[src/rtl/lrtc_pkg.sv]
// Package for the link retry timer controller: command, frame, close and
// link-state codes, configuration reset values and the structs used by lrtc_step, the top level and tb.
// No dependencies.
package lrtc_pkg;

  typedef enum logic [2:0] {
    CMD_TICK     = 3'd0,
    CMD_T1       = 3'd1,
    CMD_SET_LINK = 3'd2,
    CMD_FRAME    = 3'd3,
    CMD_RX_BUSY  = 3'd4
  } cmd_e;

  typedef enum logic [2:0] {
    FR_NONE  = 3'd0,
    FR_SABM  = 3'd1,
    FR_SABME = 3'd2,
    FR_DISC  = 3'd3,
    FR_DM    = 3'd4
  } frame_e;

  typedef enum logic [1:0] {
    CLOSE_NONE    = 2'd0,
    CLOSE_NORMAL  = 2'd1,
    CLOSE_TIMEOUT = 2'd2
  } close_e;

  typedef enum logic [2:0] {
    LS_DISCONNECTED  = 3'd0,
    LS_CONNECTING    = 3'd1,
    LS_DISCONNECTING = 3'd2,
    LS_CONNECTED     = 3'd3,
    LS_RECOVERY      = 3'd4
  } link_e;

  typedef enum logic [2:0] {
    CFG_MAX_RETRIES    = 3'd0,
    CFG_T3_PERIOD      = 3'd1,
    CFG_IDLE_PERIOD    = 3'd2,
    CFG_DEFAULT_WINDOW = 3'd3,
    CFG_RX_BUFFER_SIZE = 3'd4
  } cfg_idx_e;

  localparam logic [4:0]  MaxRetriesRst    = 5'd10;
  localparam logic [15:0] T3PeriodRst      = 16'd1800;
  localparam logic [15:0] IdlePeriodRst    = 16'd0;
  localparam logic [6:0]  DefaultWindowRst = 7'd2;
  localparam logic [15:0] RxBufferSizeRst  = 16'd32768;
  localparam logic [6:0]  WindowRst        = 7'd2;

  typedef struct packed {
    logic [4:0]  max_retries;
    logic [15:0] t3_period;
    logic [15:0] idle_period;
    logic [6:0]  default_window;
    logic [15:0] rx_buffer_size;
  } cfg_t;

  typedef struct packed {
    link_e       link_state;
    logic [4:0]  retry_count;
    logic        extended_mode;
    logic [6:0]  window_size;
    logic [15:0] t3_count;
    logic [15:0] idle_count;
    logic        rx_busy;
  } state_t;

  typedef struct packed {
    logic [2:0]  command;
    logic [2:0]  new_state;
    logic        use_extended;
    logic        is_info_frame;
    logic [15:0] rx_used;
    logic [15:0] t1_value;
  } item_t;

  typedef struct packed {
    frame_e      send_frame;
    logic        link_failed;
    logic        clear_queues;
    close_e      close_kind;
    logic        dama_off;
    logic        t1_restart;
    logic [15:0] t1_reload;
    logic [2:0]  link_state_out;
    logic        extended_out;
    logic [6:0]  window_out;
    logic [4:0]  retry_out;
    logic        rx_busy_cleared;
  } result_t;

endpackage

[src/rtl/lrtc_step.sv]
// Next-state and result logic for one command of the link retry timer controller.
// Purely combinational; uses lrtc_pkg.
module lrtc_step import lrtc_pkg::*; (
  input  cfg_t    cfg_i,
  input  state_t  state_i,
  input  item_t   item_i,
  output state_t  state_o,
  output result_t result_o
);

  logic   exhausted;
  logic   t3_fired;
  state_t st;

  assign exhausted = (state_i.retry_count == cfg_i.max_retries);

  always_comb begin
    st        = state_i;
    t3_fired  = 1'b0;
    result_o  = '0;

    case (cmd_e'(item_i.command))
      CMD_TICK: begin
        if ((state_i.link_state == LS_CONNECTED || state_i.link_state == LS_RECOVERY) &&
            (item_i.rx_used < {1'b0, cfg_i.rx_buffer_size[15:1]}) && state_i.rx_busy) begin
          st.rx_busy               = 1'b0;
          result_o.rx_busy_cleared = 1'b1;
        end
        if (state_i.t3_count != 16'd0) begin
          st.t3_count = state_i.t3_count - 16'd1;
          if (state_i.t3_count == 16'd1) begin
            // T3 ran out: disconnect on timeout
            result_o.link_failed  = 1'b1;
            result_o.clear_queues = 1'b1;
            result_o.send_frame   = FR_DISC;
            result_o.dama_off     = 1'b1;
            result_o.close_kind   = CLOSE_TIMEOUT;
            st.link_state         = LS_DISCONNECTED;
            t3_fired              = 1'b1;
          end
        end
        if (!t3_fired && state_i.idle_count != 16'd0) begin
          st.idle_count = state_i.idle_count - 16'd1;
          if (state_i.idle_count == 16'd1) begin
            result_o.clear_queues = 1'b1;
            result_o.t1_restart   = 1'b1;
            result_o.t1_reload    = item_i.t1_value;
            result_o.close_kind   = CLOSE_NORMAL;
            st.retry_count        = 5'd0;
            st.t3_count           = cfg_i.t3_period;
            st.link_state = (state_i.link_state == LS_CONNECTING ||
                             state_i.link_state == LS_DISCONNECTING) ?
                            LS_DISCONNECTED : LS_DISCONNECTING;
          end
        end
      end

      CMD_T1: begin
        result_o.t1_restart = 1'b1;
        result_o.t1_reload  = item_i.t1_value;
        case (state_i.link_state)
          LS_CONNECTING: begin
            if (exhausted) begin
              if (!state_i.extended_mode) begin
                result_o.link_failed  = 1'b1;
                result_o.clear_queues = 1'b1;
                result_o.close_kind   = CLOSE_TIMEOUT;
                st.link_state         = LS_DISCONNECTED;
              end else begin
                // fall back to standard modulus and retry from scratch
                st.extended_mode    = 1'b0;
                st.window_size      = cfg_i.default_window;
                st.retry_count      = 5'd0;
                result_o.send_frame = FR_SABM;
              end
            end else begin
              st.retry_count      = state_i.retry_count + 5'd1;
              result_o.send_frame = state_i.extended_mode ? FR_SABME : FR_SABM;
            end
          end
          LS_DISCONNECTING: begin
            if (exhausted) begin
              result_o.link_failed  = 1'b1;
              result_o.clear_queues = 1'b1;
              result_o.send_frame   = FR_DISC;
              result_o.close_kind   = CLOSE_TIMEOUT;
              st.link_state         = LS_DISCONNECTED;
            end else begin
              st.retry_count = state_i.retry_count + 5'd1;
            end
          end
          LS_CONNECTED: begin
            st.retry_count = 5'd1;
            st.link_state  = LS_RECOVERY;
          end
          LS_RECOVERY: begin
            if (exhausted) begin
              result_o.link_failed  = 1'b1;
              result_o.clear_queues = 1'b1;
              result_o.send_frame   = FR_DM;
              result_o.close_kind   = CLOSE_TIMEOUT;
              st.link_state         = LS_DISCONNECTED;
            end else begin
              st.retry_count = state_i.retry_count + 5'd1;
            end
          end
          default: ;
        endcase
      end

      CMD_SET_LINK: begin
        if (item_i.new_state <= LS_RECOVERY) begin
          st.link_state    = link_e'(item_i.new_state);
          st.extended_mode = item_i.use_extended;
          st.window_size   = cfg_i.default_window;
          st.retry_count   = 5'd0;
        end
      end

      CMD_FRAME: begin
        st.t3_count = cfg_i.t3_period;
        if (item_i.is_info_frame) begin
          st.idle_count = cfg_i.idle_period;
        end
      end

      CMD_RX_BUSY: begin
        st.rx_busy = 1'b1;
      end

      default: ;
    endcase

    result_o.link_state_out = st.link_state;
    result_o.extended_out   = st.extended_mode;
    result_o.window_out     = st.window_size;
    result_o.retry_out      = st.retry_count;
  end

  assign state_o = st;

endmodule

[src/rtl/link_retry_timer_controller.sv]
// Link retry timer controller, top level: input register, state registers,
// result register and configuration registers. Uses lrtc_pkg and lrtc_step.
//
// One command per cycle while the result channel is not stalled: a command
// transferred on the input channel is held in the input register, is applied
// to the link state by the step logic and lands in the result register, and
// back-to-back commands give one result every cycle while out_ready_i is high.
// The input register and the result register part the two channels:
// new commands keep being taken while a result waits, and only when both
// registers are full does in_ready_o follow out_ready_i. Each command gives
// exactly one result. Configuration writes take effect at the next edge and
// should only be made while no command is in flight.
module link_retry_timer_controller import lrtc_pkg::*; (
  input  logic        clk_i,
  input  logic        rst_ni,
  // configuration write port
  input  logic        cfg_we_i,
  input  logic [2:0]  cfg_idx_i,
  input  logic [15:0] cfg_wdata_i,
  // command channel
  input  logic        in_valid_i,
  output logic        in_ready_o,
  input  logic [2:0]  command_i,
  input  logic [2:0]  new_state_i,
  input  logic        use_extended_i,
  input  logic        is_info_frame_i,
  input  logic [15:0] rx_used_i,
  input  logic [15:0] t1_value_i,
  // result channel
  output logic        out_valid_o,
  input  logic        out_ready_i,
  output logic [2:0]  send_frame_o,
  output logic        link_failed_o,
  output logic        clear_queues_o,
  output logic [1:0]  close_kind_o,
  output logic        dama_off_o,
  output logic        t1_restart_o,
  output logic [15:0] t1_reload_o,
  output logic [2:0]  link_state_out_o,
  output logic        extended_out_o,
  output logic [6:0]  window_out_o,
  output logic [4:0]  retry_out_o,
  output logic        rx_busy_cleared_o
);

  cfg_t    cfg_q;
  state_t  state_q, state_d;
  item_t   item_q;
  logic    in_valid_q;
  result_t result_q, result_d;
  logic    out_valid_q;

  logic in_xfer;   // command transfer into the input register
  logic step_en;   // held command is applied and moves to the result register

  assign step_en    = in_valid_q && (!out_valid_q || out_ready_i);
  assign in_ready_o = !in_valid_q || step_en;
  assign in_xfer    = in_valid_i && in_ready_o;

  // ---------------- configuration registers ----------------
  always_ff @(posedge clk_i or negedge rst_ni) begin
    if (!rst_ni) begin
      cfg_q.max_retries    <= MaxRetriesRst;
      cfg_q.t3_period      <= T3PeriodRst;
      cfg_q.idle_period    <= IdlePeriodRst;
      cfg_q.default_window <= DefaultWindowRst;
      cfg_q.rx_buffer_size <= RxBufferSizeRst;
    end else if (cfg_we_i) begin
      unique case (cfg_idx_e'(cfg_idx_i))
        CFG_MAX_RETRIES:    cfg_q.max_retries    <= cfg_wdata_i[4:0];
        CFG_T3_PERIOD:      cfg_q.t3_period      <= cfg_wdata_i;
        CFG_IDLE_PERIOD:    cfg_q.idle_period    <= cfg_wdata_i;
        CFG_DEFAULT_WINDOW: cfg_q.default_window <= cfg_wdata_i[6:0];
        CFG_RX_BUFFER_SIZE: cfg_q.rx_buffer_size <= cfg_wdata_i;
        default: ;  // indexes past the register list are dropped
      endcase
    end
  end

  // ---------------- input register ----------------
  always_ff @(posedge clk_i or negedge rst_ni) begin
    if (!rst_ni) begin
      in_valid_q <= 1'b0;
    end else if (in_ready_o) begin
      in_valid_q <= in_valid_i;
    end
  end

  always_ff @(posedge clk_i) begin
    if (in_xfer) begin
      item_q.command       <= command_i;
      item_q.new_state     <= new_state_i;
      item_q.use_extended  <= use_extended_i;
      item_q.is_info_frame <= is_info_frame_i;
      item_q.rx_used       <= rx_used_i;
      item_q.t1_value      <= t1_value_i;
    end
  end

  // ---------------- step logic ----------------
  lrtc_step u_step (
    .cfg_i    (cfg_q),
    .state_i  (state_q),
    .item_i   (item_q),
    .state_o  (state_d),
    .result_o (result_d)
  );

  // link state only moves when a command is applied
  always_ff @(posedge clk_i or negedge rst_ni) begin
    if (!rst_ni) begin
      state_q.link_state    <= LS_DISCONNECTED;
      state_q.retry_count   <= 5'd0;
      state_q.extended_mode <= 1'b0;
      state_q.window_size   <= WindowRst;
      state_q.t3_count      <= 16'd0;
      state_q.idle_count    <= 16'd0;
      state_q.rx_busy       <= 1'b0;
    end else if (step_en) begin
      state_q <= state_d;
    end
  end

  // ---------------- result register ----------------
  always_ff @(posedge clk_i or negedge rst_ni) begin
    if (!rst_ni) begin
      out_valid_q <= 1'b0;
    end else if (!out_valid_q || out_ready_i) begin
      out_valid_q <= in_valid_q;
    end
  end

  always_ff @(posedge clk_i) begin
    if (step_en) begin
      result_q <= result_d;
    end
  end

  assign out_valid_o       = out_valid_q;
  assign send_frame_o      = result_q.send_frame;
  assign link_failed_o     = result_q.link_failed;
  assign clear_queues_o    = result_q.clear_queues;
  assign close_kind_o      = result_q.close_kind;
  assign dama_off_o        = result_q.dama_off;
  assign t1_restart_o      = result_q.t1_restart;
  assign t1_reload_o       = result_q.t1_reload;
  assign link_state_out_o  = result_q.link_state_out;
  assign extended_out_o    = result_q.extended_out;
  assign window_out_o      = result_q.window_out;
  assign retry_out_o       = result_q.retry_out;
  assign rx_busy_cleared_o = result_q.rx_busy_cleared;

endmodule

[config.mk]
export PLATFORM = sky130hd
export DESIGN_NAME = link_retry_timer_controller
export DESIGN_NICKNAME = d
export VERILOG_FILES = /design/src/rtl/lrtc_pkg.sv /design/src/rtl/lrtc_step.sv /design/src/rtl/link_retry_timer_controller.sv
export SDC_FILE = /design/constraint.sdc
export NUM_CORES = 1
export LEC_CHECK = 0
export ABC_CLOCK_PERIOD_IN_PS = 2850
export BUFFER_PORTS_ARGS = -buffer_cell sky130_fd_sc_hd__clkbuf_2
export CORE_MARGIN = 2
export CORE_UTILIZATION = 40
export CTS_CLUSTER_DIAMETER = 120
export DETAILED_ROUTE_END_ITERATION = 10
export GPL_TIMING_DRIVEN = 0
export SETUP_SLACK_MARGIN = 0.5
export SLEW_MARGIN = 20
export SYNTH_ARGS = -nofsm -noshare
export SYNTH_HDL_FRONTEND = slang
export SYNTH_SLANG_ARGS = --single-unit
[constraint.sdc]
create_clock -name clk_i -period 2.85 [get_ports clk_i]
set_input_delay 0 -clock clk_i [delete_from_list [all_inputs] [get_ports clk_i]]
set_output_delay 0 -clock clk_i [all_outputs]
set_load 0.01 [all_outputs]
# == Word level (Yosys, flattened, before mapping) ==
# Cells that the tools add are included.
# word_totals
ff_bits,193
input_bits,64
out_inout_bits,44
word_cells,127
# classes
addsub,3
magnitude_cmp,2
n_eq_ne,18
muxes,44
n_reduce_logical,28
# op_table
operator,n
$mux W16,4
$pmux W32 S2,1
$pmux W8 S3,2
$mux W8,5
$mux W17,2
$pmux W17 S2,1
$eq A16 B1 Y1 const B,2
$mux W32,1
$reduce_bool A16 Y1,2
$sub A16 B1 Y16 const B,2
$mux W3,8
$pmux W7 S3,1
$eq A3 B2 Y1 const B,6
$lt A16 B15 Y1,1
$pmux W8 S2,1
$mux W7,2
$pmux W7 S2,1
$reduce_and A2 Y1,7
$mux W13,1
$mux W5,2
$eq A3 B1 Y1 const B,3
$eq A3 B3 Y1 const B,3
$mux W4,2
$logic_not A3 Y1,2
other kinds (16),33

# == Depth between registers and ports, before layout ==
# Gate-level depths: netlist (run 1).
# logic_depth
depth_word,8
depth_mapped,9
mapped_depth_nobuf,8

# == Cells and area by module ==
# Synthesis (run 1) repeated with hierarchy kept, for this count alone.
# unflattened
cells_unflattened,740
hier_area_um2,9487.8
# by_module_without_submodules
module,n_inst,cells_each,area_each_um2,seq_area_each_um2
link_retry_timer_controller,1,325,6749.0,5251.3
lrtc_step,1,415,2738.9,0.0

# == Worst setup path before layout (run 1) ==
# OpenSTA, ideal clock, no wires.
# synth_timing
kind,register to register
from,register out_valid_q (netlist: out_valid_o)
to,register state_q[33] (netlist bit)
setup_ns,0.125
arrival_ns,2.950
t_required_ns,2.725
path_slack_ns,-0.225
path_stages_with_launch,7
path_buffers,1
synth_period_minus_slack_ns,3.075
cell_sequence,dfrtp_1 -> nand2b_1 -> nand2_1 -> inv_1 -> clkbuf_1 -> nand2_1 -> mux2_2
# synth_via
elab_chain_cells,3
# synth_rtl
item,line,source
"start, declared",link_retry_timer_controller.sv:51,logic out_valid_q;
"start signal, assigned",link_retry_timer_controller.sv:129,out_valid_q <= in_valid_q;
$logic_not A1 Y1,link_retry_timer_controller.sv:56,assign step_en = in_valid_q && (!out_valid_q || out_ready_i);
$logic_or A1 B1 Y1,link_retry_timer_controller.sv:56,
$logic_and A1 B1 Y1,link_retry_timer_controller.sv:56,
via step_en,link_retry_timer_controller.sv:54,logic step_en;
"end signal, assigned",link_retry_timer_controller.sv:120,state_q <= state_d;
"end, declared",link_retry_timer_controller.sv:47,"state_t state_q, state_d;"
# The timed path passes the listed nets, and every way through them passes these cells.
# A chain may end at the register's enable or synchronous reset.

# == Worst setup path in the final report (run 1) ==
# layout_timing
from,register state_q[10] (netlist bit)
to,register state_q[44] (netlist bit)
# layout_via
elab_chain_cells,4
elab_cells_between_ends,6
classes_between,eq/ne (1); mux (3); reduce/logical (2)
# layout_rtl
item,line,source
$eq A16 B1 Y1 / $reduce_bool A16 Y1 (equally long branches),"lrtc_step.sv:44, lrtc_step.sv:42",
$mux W8 / $logic_and A1 B1 Y1 (equally long branches),"lrtc_step.sv:44, lrtc_step.sv:42",
$mux W8 *,lrtc_step.sv:42,if (!t3_fired && state_i.idle_count != 16'd0) begin
$pmux W8 S3 *,lrtc_step.sv:22,case (cmd_e'(item_i.command))
# Mark *: on every way between the ends. The rest lies on a longest branch, timed or not.

==> results of run 1 <==
## critical path, stage by stage, from the launching register on
cell      delay (ns)
dfrtp_1         0.39
or4_4           0.56
or4_4           0.47
buf_6           0.14
nor4_4          0.23
buf_4           0.19
o21ai_4         0.09
nand2b_4        0.19
a211o_1         0.30
## state kept, by name, summed over array words and instances (netlist names)
register,cells
link_failed_o,1
extended_out_o,1
send_frame_o,3
out_valid_o,1
cfg_q,59
item_q,40
link_state_out_o,3
in_valid_q,1
window_out_o,7
t1_reload_o,16
retry_out_o,5
rx_busy_cleared_o,1
state_q,49
dama_off_o,1
clear_queues_o,1
t1_restart_o,1
close_kind_o,2
## logic make-up (layout without fill, tap and decap cells)
logic type,Yosys count,after routing,synth area share [%]
AOI/OAI and AO/OA,172,172,12.85
xor gates and xnor gates,8,8,0.7752
adders and majority gates,21,21,2.907
buffers and inverters,68,313,3.253
DFF,192,192,57.82
muxes,64,64,7.918
and+or+nand+nor,239,239,14.48
## Yosys cell counts, drive strengths merged (15+ instances only)
master   count
a21oi       30
and2        17
clkbuf      27
dfrtp      101
edfxtp      82
ha          21
inv         32
mux2        60
nand2       52
nand2b      15
nand3       20
nor2        40
nor3        19
nor4        21
o21ai       50
o2bb2ai     16
## path summary, 6_finish.rpt
path / start / end / slack [ns] / depth (start not counted)
setup / recovery: state_q[10] / state_q[44] / 0.16 / 8
hold / removal: rst_ni / state_q[32] / 0.06 / 2
setup reg to reg: state_q[10] / state_q[44] / 0.16 / 8
hold reg to reg: state_q[16] / state_q[16] / 0.50 / 1
max in group asynchronous: rst_ni / state_q[34] / 2.08 / 3
min in group clk_i: cfg_idx_i[0] / cfg_q[59] / 0.18 / 3
## power groups by stage
stage	logic (uW)	clock network, uW	registers (uW)
floorplan	1290	0	3860
global placement	1760	0	3930
detailed placement	1810	0	3940
CTS	2150	2370	3870
global route	2610	2490	3970
finish	2390	2350	3910
## through the flow
| step | TNS [ns] | instance area (sq um) | hold slack [ns] | instances |
|---|---|---|---|---|
| floorplan | 0 | 9121 | -0.2956 | 764 |
| finish | 0 | 12280 | 0.06387 | 1294 |
| global placement | -2.580 | 10010 | 0.1773 | 1156 |
| global route | 0 | 12280 | 0.1145 | 1294 |
| detailed placement | -1.488 | 10080 | -0.03132 | 1158 |
| CTS | 0 | 11880 | 0.08778 | 1283 |
## layer usage
metal	track usage (%)	vias to the layer above
met3	3.586	41
met4	5.423	0
met1	27.54	3505
met2	34.68	214
met5	0	-
li1	-	3334
## cell type report
type                    instances  area share (%)
flip-flops and latches        192           42.56
multi-input cells             504           33.04
repair buffers                213           13.56
clock buffers                  17           3.464
well taps                     285           2.903
plain buffers                  36           2.221
clock inverters                15           1.273
inverters                      32          0.9780
## what timing repair did
| action | 4_1_cts | 5_1_grt |
|---|---|---|
| endpoints found under the setup margin | 88 | 83 |
| hold endpoints to repair | 204 | 0 |
| pin swaps | 47 | 28 |
| gates resized for setup | 94 | 78 |
| cloned | 7 | 2 |
| hold buffers | 60 | 0 |
| setup buffers | 26 | 9 |
==> flow_summary_export.csv, run 1 <==
group,metric,value,unit
run,maxCapViolations,0,
clocking,htree_levels,4,
cells_and_area,nets,1081,
floorplanning,dieArea,23810,sq um
setup_path,crit_path_start_kind,"flop",
clocking,cts_buffer_depth,2,
synthesis,ys.flop_type,"dfrtp_1",
detailed_routing,ant_nets,0,
detailed_routing,top_layer_used,"met4",
global_route,grt_pass1_wl,38230,microns
cells_and_area,drive_gt1_share,38.16,%
setup_path,worstPathRequired,3.17,ns
power,power_frac_comb,27.6,%
detailed_routing,routedWlPerCell,18.97,microns
setup_path,arrival,3.02,ns
sta,period_minus_slack,2.690,ns
floorplanning,fp.dieH,154.3,microns
synthesis,yosysTopAreaCellShare,27.96,%
synthesis,synth_edf_count,82,
floorplanning,row_count,55,
sta,max_slew_margin,19.10,%
place,place_congestion,0.8469,
floorplanning,initial_core_util,40.29,%
cells_and_area,final_util,54.75,%
synthesis,seq_area_frac_synth,57.82,%
sta,setup_ws,0.1596,ns
power,seqPwrFrac,45.3,%
power,p_sw_share,33.28,%
global_route,grt_pass1_vias,7109,
floorplanning,die-width,154.3,microns
cells_and_area,final_common_cell,"clkbuf_2",
sta,max_slew.worst_pin.slew,1.211,ns
clocking,cts_root_buf,"clkbuf_16",
clocking,cts.clk_slew.worst_paths,0.08,ns
sta,drv_slew,0,
detailed_routing,wirelength,24550,microns
detailed_routing,vias,7094,
global_route,grt-ovfl-total,0,
clocking,cts_buffers,17,
cells_and_area,area_growth,35.88,%
sta,rsz0062_at_grt,"yes",
floorplanning,io_pins,108,
detailed_routing,firstDrtPassIters,5,
synthesis,synth.net_count,849,
detailed_routing,remaining_drc_errors,0,
cells_and_area,n_fill_cell,1938,
power,leakagePower,0.004983,uW
synthesis,yosysTopAreaCell,"dfrtp_1",
synthesis,avgSynthCellArea,11.83,sq um
detailed_routing,wl_met3,1279,microns
place,pre_cts_slack,-0.1222,ns
global_route,track_usage,20.53,%
detailed_routing,first_iter_violations,501,
place,port_buffers,107,
synthesis,synth_area,9039,sq um
detailed_routing,wl_met1,10740,microns
place,dp_hpwl,16120,microns
power,cellInternalPower,5768,uW
power,powerDensity,703.8,nW/um^2
synthesis,synthCells,764,
cells_and_area,multi_input_area,4058,sq um
synthesis,ys_top_cells_by_area,"dfrtp_1 (28%), edfxtp_1 (27%), mux2_2 (7.5%)",
sta,fmax,0.3717,GHz
setup_path,worstPathMaxFanout,6,
sta,fin_crit_sh,94.40,%
sta,setup_viol,0,
detailed_routing,wl_met2,12080,microns
setup_path,worstSetupEndpointType,"flop",
sta,finClkSkew,0.01074,ns
global_route,antenna_found_initial,1,
clocking,cts_tree,"done",
power,p_total,8644,uW
power,clockPowerShare,27.1,%
global_route,grt_start_max_net_pins,68,
clocking,clock_sinks,192,
cells_and_area,seq_area,5228,sq um
synthesis,ys.warnings.count,0,
synthesis,ys_types,68,
sta,hold_violations,0,
power,power_switching,2877,uW
synthesis,async_flop_share,57.29,%
outcome,status,"finished, final reports clean",
min_path,hp-class,"in -> async",
clocking,clkLatencyLatePin,0.45,ns
power,peakVddDrop,0.0003814,V
floorplanning,core-area,22430,sq um
setup_path,crit_type,"reg -> reg",
synthesis,ys_seq_elements,192,
detailed_routing,viasPerCell,5.482,
cells_and_area,antenna_cells,0,
cells_and_area,layout_common_cells,"clkbuf_2 (114), dfrtp_1 (100), edfxtp_1 (82)",
Power figures use the tool's default switching activity.
==> run 2: changes to the inputs <==
--- a/config.mk
+++ b/config.mk
@@ -12,7 +12,7 @@
 export CTS_CLUSTER_DIAMETER = 120
 export DETAILED_ROUTE_END_ITERATION = 10
 export GPL_TIMING_DRIVEN = 0
-export SETUP_SLACK_MARGIN = 0.5
+export SETUP_SLACK_MARGIN = 0.02
 export SLEW_MARGIN = 20
 export SYNTH_ARGS = -nofsm -noshare
 export SYNTH_HDL_FRONTEND = slang
==> constraint.sdc (replaced) <==
create_clock -name clk_i -period 2.85 [get_ports clk_i]
set_input_delay 0.57 -clock clk_i [delete_from_list [all_inputs] [get_ports clk_i]]
set_output_delay 0.57 -clock clk_i [all_outputs]
set_load 0.01 [all_outputs]
==> run 2 against run 1 <==
Critical path depth is 2 lower. Hold slack better by 0.016 ns. Clock skew is 0.0014 ns higher. Highest routed layer unchanged.
==> flow_summary_export.csv, run 2 (synthesized netlist as in run 1, its figures left out) <==
group,metric,value,unit
outcome,status,"finished, final reports clean",
power,seqPwrFrac,47.7,%
clocking,cts_buffers,17,
sta,finClkSkew,0.01217,ns
sta,hold_violations,0,
setup_path,worstPathMaxFanout,10,
detailed_routing,firstDrtPassIters,5,
setup_path,r2r-start,"state_q[9]",
setup_path,regToRegSetupSlack,0.1,ns
cells_and_area,antenna_cells,0,
global_route,grt_start_max_net_pins,57,
global_route,antenna_found_initial,0,
global_route,grt-ovfl-total,0,
sta,fin_crit_sh,96.54,%
cells_and_area,layout_common_cells,"clkbuf_2 (107), dfrtp_1 (100), edfxtp_1 (82)",
cells_and_area,nets,981,
detailed_routing,remaining_drc_errors,0,
detailed_routing,routedWlPerCell,18.19,microns
setup_path,worstSetupEndpointType,"flop",
detailed_routing,first_iter_violations,448,
sta,setup_viol,0,
place,port_buffers,107,
cells_and_area,area_growth,18.72,%
place,place_congestion,0.8679,
power,power_switching,2542,uW
global_route,track_usage,18.89,%
sta,max_slew_margin,29.52,%
power,power_frac_comb,22.5,%
clocking,cts_buffer_depth,2,
run,maxCapViolations,0,
power,peakVddDrop,0.0003893,V
sta,period_minus_slack,2.751,ns
setup_path,crit_path_start_kind,"flop",
clocking,clkLatencyLatePin,0.44,ns
global_route,grt_pass1_wl,34780,microns
sta,rsz0062_at_grt,"no",
clocking,clock_sinks,192,
floorplanning,row_count,55,
floorplanning,io_pins,108,
cells_and_area,final_util,47.83,%
detailed_routing,vias,6534,
clocking,hold_buffers,0,
floorplanning,dieArea,23810,sq um
setup_path,r2r-end,"t1_reload_o[9]",
setup_path,cp_slowest_cell,"or4_4",
detailed_routing,wirelength,21720,microns
sta,fmax,0.3635,GHz
clocking,htree_levels,4,
cells_and_area,reg_top3,"cfg_q (59), state_q (49), item_q (40)",
global_route,grt_pass1_vias,6266,
power,cellInternalPower,5610,uW
detailed_routing,viasPerCell,5.472,
sta,setup_tns,0,ns
floorplanning,die-width,154.3,microns
setup_path,cp_common_cell,"or4_4",
place,dp_hpwl,15910,microns
floorplanning,fp.dieH,154.3,microns
power,leakagePower,0.004363,uW
cells_and_area,n_fill_cell,2032,
cells_and_area,final_common_cell,"clkbuf_2",
setup_path,arrival,3.06,ns
setup_path,reg2regPathDepth,6,
min_path,hp-class,"in -> async",
clocking,cts.clk_slew.worst_paths,0.07,ns
setup_path,crit_family,"simple AND/OR/NAND/NOR gates",
power,powerDensity,759.7,nW/um^2
cells_and_area,top_register,"cfg_q",
power,clockPowerShare,29.8,%
setup_path,worstPathRequired,3.16,ns
detailed_routing,ant_nets,0,
cells_and_area,largest_reg_flops,59,
floorplanning,initial_core_util,40.29,%
sta,drv_slew,0,
setup_path,cp_cell_sequence,"or4_4 -> or4_4 -> or4_4 -> a21boi_4 -> buf_6 -> and2_1",
power,p_sw_share,31.18,%
clocking,cts_tree,"done",
floorplanning,core-area,22430,sq um
setup_path,crit_type,"reg -> reg",
clocking,cts_root_buf,"clkbuf_16",
setup_path,max_stage_delay,0.57,ns
sta,max_slew.worst_pin.slew,1.047,ns
cells_and_area,drive_gt1_share,28.27,%
setup_path,cp.buffers_inverters,1,
run 2: worst max-delay path by stage:
| stage | start | slack [ns] | to | depth (start not counted) |
|---|---|---|---|---|
| floorplan | state_q[17] | 0.19 | state_q[10] | 9 |
| global placement | rst_ni | -0.52 | cfg_q[1] | 1 |
| detailed placement | state_q[17] | -0.37 | state_q[6] | 9 |
| CTS | state_q[18] | -0.009 | state_q[19] | 10 |
| global route | state_q[8] | 0.02 | state_q[45] | 6 |
| finish | state_q[9] | 0.1 | t1_reload_o[9] | 6 |
run 2: area by class of cell:
| class | instances | area [sq um] | share of cell area (%) |
|---|---|---|---|
| plain buffers | 35 | 195.2 | 1.819 |
| clock inverters | 13 | 142.6 | 1.329 |
| repair buffers | 114 | 629.4 | 5.865 |
| inverters | 32 | 120.1 | 1.119 |
| well taps | 285 | 356.6 | 3.323 |
| multi-input cells | 504 | 3595 | 33.50 |
| flip-flops and latches | 192 | 5228 | 48.72 |
| clock buffers | 19 | 464.2 | 4.326 |
run 2: power by group through the flow:
stage | combinational [uW] | clock, uW | sequential (uW)
global route | 2060 | 2610 | 3950
floorplan | 1270 | 0 | 3850
detailed placement | 1780 | 0 | 3930
global placement | 1740 | 0 | 3930
finish | 1840 | 2430 | 3890
CTS | 1820 | 2480 | 3870
run 2: layer usage:
| metal | part of all wire [%] | GRT usage (%) | vias up |
|---|---|---|---|
| li1 | - | - | 3122 |
| met1 | 46 | 26.15 | 3239 |
| met2 | 48 | 31.01 | 161 |
| met3 | 4.4 | 3.166 | 12 |
| met4 | 0.88 | 5.071 | 0 |
| met5 | 0 | 0 | - |
run 2: worst register-to-register path, delay by kind of cell (launching register included):
| kind | cells | cell delay [ns] |
|---|---|---|
| AND/OR/NAND/NOR | 4 | 1.75 |
| flip-flops | 1 | 0.42 |
| AO/OA/AOI/OAI | 1 | 0.29 |
| buffers and inverters | 1 | 0.18 |
run 2: per-stage QoR:
stage / cell area, sq um / setup WS, ns / hold WS, ns / std cells / power, uW
after CTS: 10680 / -0.008658 / 0.1049 / 1193 / 8180
after global placement: 9932 / -0.5195 / 0.4744 / 1156 / 5664
after global routing: 10730 / 0.02019 / 0.1183 / 1194 / 8625
after floorplan: 9040 / 0.1856 / 0.2744 / 764 / 5125
final: 10730 / 0.09870 / 0.08013 / 1194 / 8152
after detailed placement: 9997 / -0.3715 / 0.4780 / 1158 / 5713
run 2: timing repair:
action                     CTS  global route
resized for setup           12            12
hold endpoints to repair     0             0
buffers inserted             3             2
pin swaps                    1             3
setup endpoints to repair   64            59
